`src/sv/tmts_ram.sv`:
```
// generic single-write, single-read ram with registered read data
`default_nettype none

module tmts_ram #(
    parameter int WIDTH = 8,
    parameter int DEPTH = 16,
    localparam int AW   = (DEPTH > 1) ? $clog2(DEPTH) : 1
) (
    input  wire logic             clk,
    input  wire logic             we,
    input  wire logic [AW-1:0]    waddr,
    input  wire logic [WIDTH-1:0] wdata,
    input  wire logic [AW-1:0]    raddr,
    output logic      [WIDTH-1:0] rdata
);

    logic [WIDTH-1:0] mem [DEPTH];
    logic [WIDTH-1:0] rdata_reg;

    always_ff @(posedge clk)
    begin
        if (we)
        begin
            mem[waddr] <= wdata;
        end
        rdata_reg <= mem[raddr];
    end

    assign rdata = rdata_reg;

endmodule

`default_nettype wire

```
`config.mk`:
```
export PLATFORM = sky130hd
export DESIGN_NAME = tmts_ram
export DESIGN_NICKNAME = d
export VERILOG_FILES = /design/src/sv/tmts_ram.sv
export SDC_FILE = /design/constraint.sdc
export NUM_CORES = 1
export LEC_CHECK = 0
export ABC_AREA = 1
export BUFFER_PORTS_ARGS = -buffer_cell sky130_fd_sc_hd__buf_4
export CORE_ASPECT_RATIO = 0.6
export CORE_MARGIN = 1.5
export CORE_UTILIZATION = 37
export CTS_CLUSTER_SIZE = 14
export DETAILED_ROUTE_END_ITERATION = 6
export PLACE_DENSITY = 0.6
export SYNTH_ARGS = -nofsm -noshare
export SYNTH_HDL_FRONTEND = slang
export SYNTH_SLANG_ARGS = --single-unit
export TNS_END_PERCENT = 10
```
`constraint.sdc`:
```
create_clock -name clk -period 1.1 [get_ports clk]
set_clock_uncertainty 0.05 [all_clocks]
set_input_delay 0.165 -clock clk [delete_from_list [all_inputs] [get_ports clk]]
set_output_delay 0.165 -clock clk [all_outputs]
set_load 0.005 [all_outputs]
```
==> out/metrics.yaml <==
status: "finished clean"
register_area_um2: 4010
dieArea_um2: 16400
wl_per_cell_um: 15.9
grt_max_degree: 61
avgSynthCellArea_um2: 10.5
ys.flop_type: "edfxtp_1"
worst-setup-path-type: "flop to output pin"
syn_nets: 569
start_util: 0.377
hold_path_class: "primary input to flop"
grt_pass1_wl_um: 20500
via_per_inst: 4.71
htreeDepth: 4
die_height_um: 99.7
chipWidth_um: 164
cp.arrival_ns: 0.86
placed_cells_incl_taps: 791
root_buffer: "clkbuf_16"
netlist_top_cells_count: "173 x nand2_1, 128 x edfxtp_1, 100 x inv_1"
nets: 625
drc: 0
max-cap-violations: 0
routed_wl_um: 13100
overflow: 0
drv_slew: 0
yosys.area.top_type_share: 0.667
worst_path_max_delay_cell: "dfxtp_1"
ys_top_cells_by_area: "edfxtp_1 67%, nand2_1 11%, nand3_1 8.4%"
synth_cells: 551
drive_above_1_share: 0.158
finalCritPeriodShare: 0.975
antenna_left: 0
cpPeakStageDelay_ns: 0.33
vias: 3877
fin_ws_ns: 0.0276
core-area_um2: 15300
place_worst_setup_slack_ns: -0.144
drt_iter0_drc: 367
rsz0062_at_grt: "yes"
synth.most_common_cell: "nand2_1"
leakage_nw: 3.05
gr-usage-all-layers: 0.172
path_cells: "buf_4"
crit_start: "rdata[4]$_DFF_P_"
clk_latency_ns: 0.41
min_period_ns: 1.07
largest_reg_flops: 128
cp-start-kind: "flop"
layout.cells.non_filler: 823
min-delay-start: "wdata[6]"
synth_top_cell_by_area: "edfxtp_1"
antenna_found_initial: 0
end_kind: "output pin"
utilization: 0.459
cellPowerDensity_nw_per_um2: 1780
netlist_area_um2: 5770
relSlewSlack: 0.754
async_flop_share: 0
row_count: 35
cts_tree: "built"
synth_cell_types: 12
cts_made_buffers: 17
place_hpwl_um: 8660
crit_family: "flip-flops"
vdd_ir_drop_max_uv: 962
area_delta_synth_final_pct: 21.6
grt_pass1_vias: 3707
hold_viol_final: 0
cp_max_fo: 1
fillers: 1398
ios: 26
synth_seq_cells: 136
first_pass_iters: 4
placed_area_um2: 6370
cts_hold_buf: 0
num_antenna_cells: 0
whs_ns: 0.00899
multi_input_area_um2: 1230
setup_viol: 0
final_area_um2: 7010
required_ns: 0.88
seq_area_frac_synth: 0.694
critical_path_buf_inv_count: 1
r2r_start: "mem[10][0]$_DFFE_PP_"
yosysWarnings: 0
fmax_mhz: 932
synth-edff-count: 128
tightest_slew_ns: 0.369
clkTransAtPathRegs_ns: 0.06
port_buffers: 25
gp_congestion: 0.801
cts_num_sinks: 136
clockBufferDepth: 2
[layout make-up]
class,instances,share of cell area
well taps,203,0.0362
clock inverters,10,0.0218
multi-input cells,289,0.175
repair buffers,61,0.0759
clock buffers,22,0.0648
flip-flops and latches,136,0.572
inverters,102,0.0546
[worst paths after layout]
path                               to  slack (ns)  depth (start not counted)
setup / recovery             rdata[4]        0.03                          1
hold / removal    mem[9][6]$_DFFE_PP_       0.009                          1
setup reg to reg     rdata[0]$_DFF_P_        0.09                          6
hold reg to reg      rdata[5]$_DFF_P_        0.63                          6
[logic make-up after synthesis]
logic type,synth area share
flops,0.694
buf+inv,0.0952
simple gates,0.210
[stage by stage]
step | total power [mW] | TNS, ns
4_1_cts | 12.6 | 0
5_1_grt | 12.9 | -0.0149
3_5_place_dp | 6.72 | -12.95
3_3_place_gp | 6.71 | -11.45
6_report | 12.5 | 0
2_1_floorplan | 6.34 | -5.63
[cells in the final DEF (no fill, tap or decap)]
cell type   count
nand2_1       172
edfxtp_1      128
inv_1         100
nand3_1        95
buf_4          53
nor2_1         17
clkbuf_16      17
clkinv_2        5
buf_12          5
clkbuf_1        4
bufinv_16       4
dfxtp_2         4
dfxtp_1         4
buf_6           3
inv_2           2
nand3_2         2
nand3b_1        2
nand2_2         1
clkbuf_8        1
clkinvlp_4      1
[what timing repair did]
| item | 4_1_cts | 5_1_grt |
|---|---|---|
| pin swaps | 0 | 1 |
| endpoints found under the setup margin | 3 | 6 |
| gates resized for setup | 6 | 4 |
| buffers inserted | 0 | 0 |
[layer usage]
| metal | GRT usage | share of wire |
|---|---|---|
| met5 | 0 | 0 |
| met4 | 0.0497 | 0.0086 |
| met3 | 0.0455 | 0.064 |
| met2 | 0.252 | 0.43 |
| met1 | 0.250 | 0.50 |
[power breakdown]
part	leakage, nW	switching (mW)	internal [mW]	total (mW)
sequential	1.22	0.0449	5.80	5.84
clock	0.298	2.04	3.83	5.87
combinational	1.53	0.489	0.296	0.785
Power figures use the tool's default switching activity.
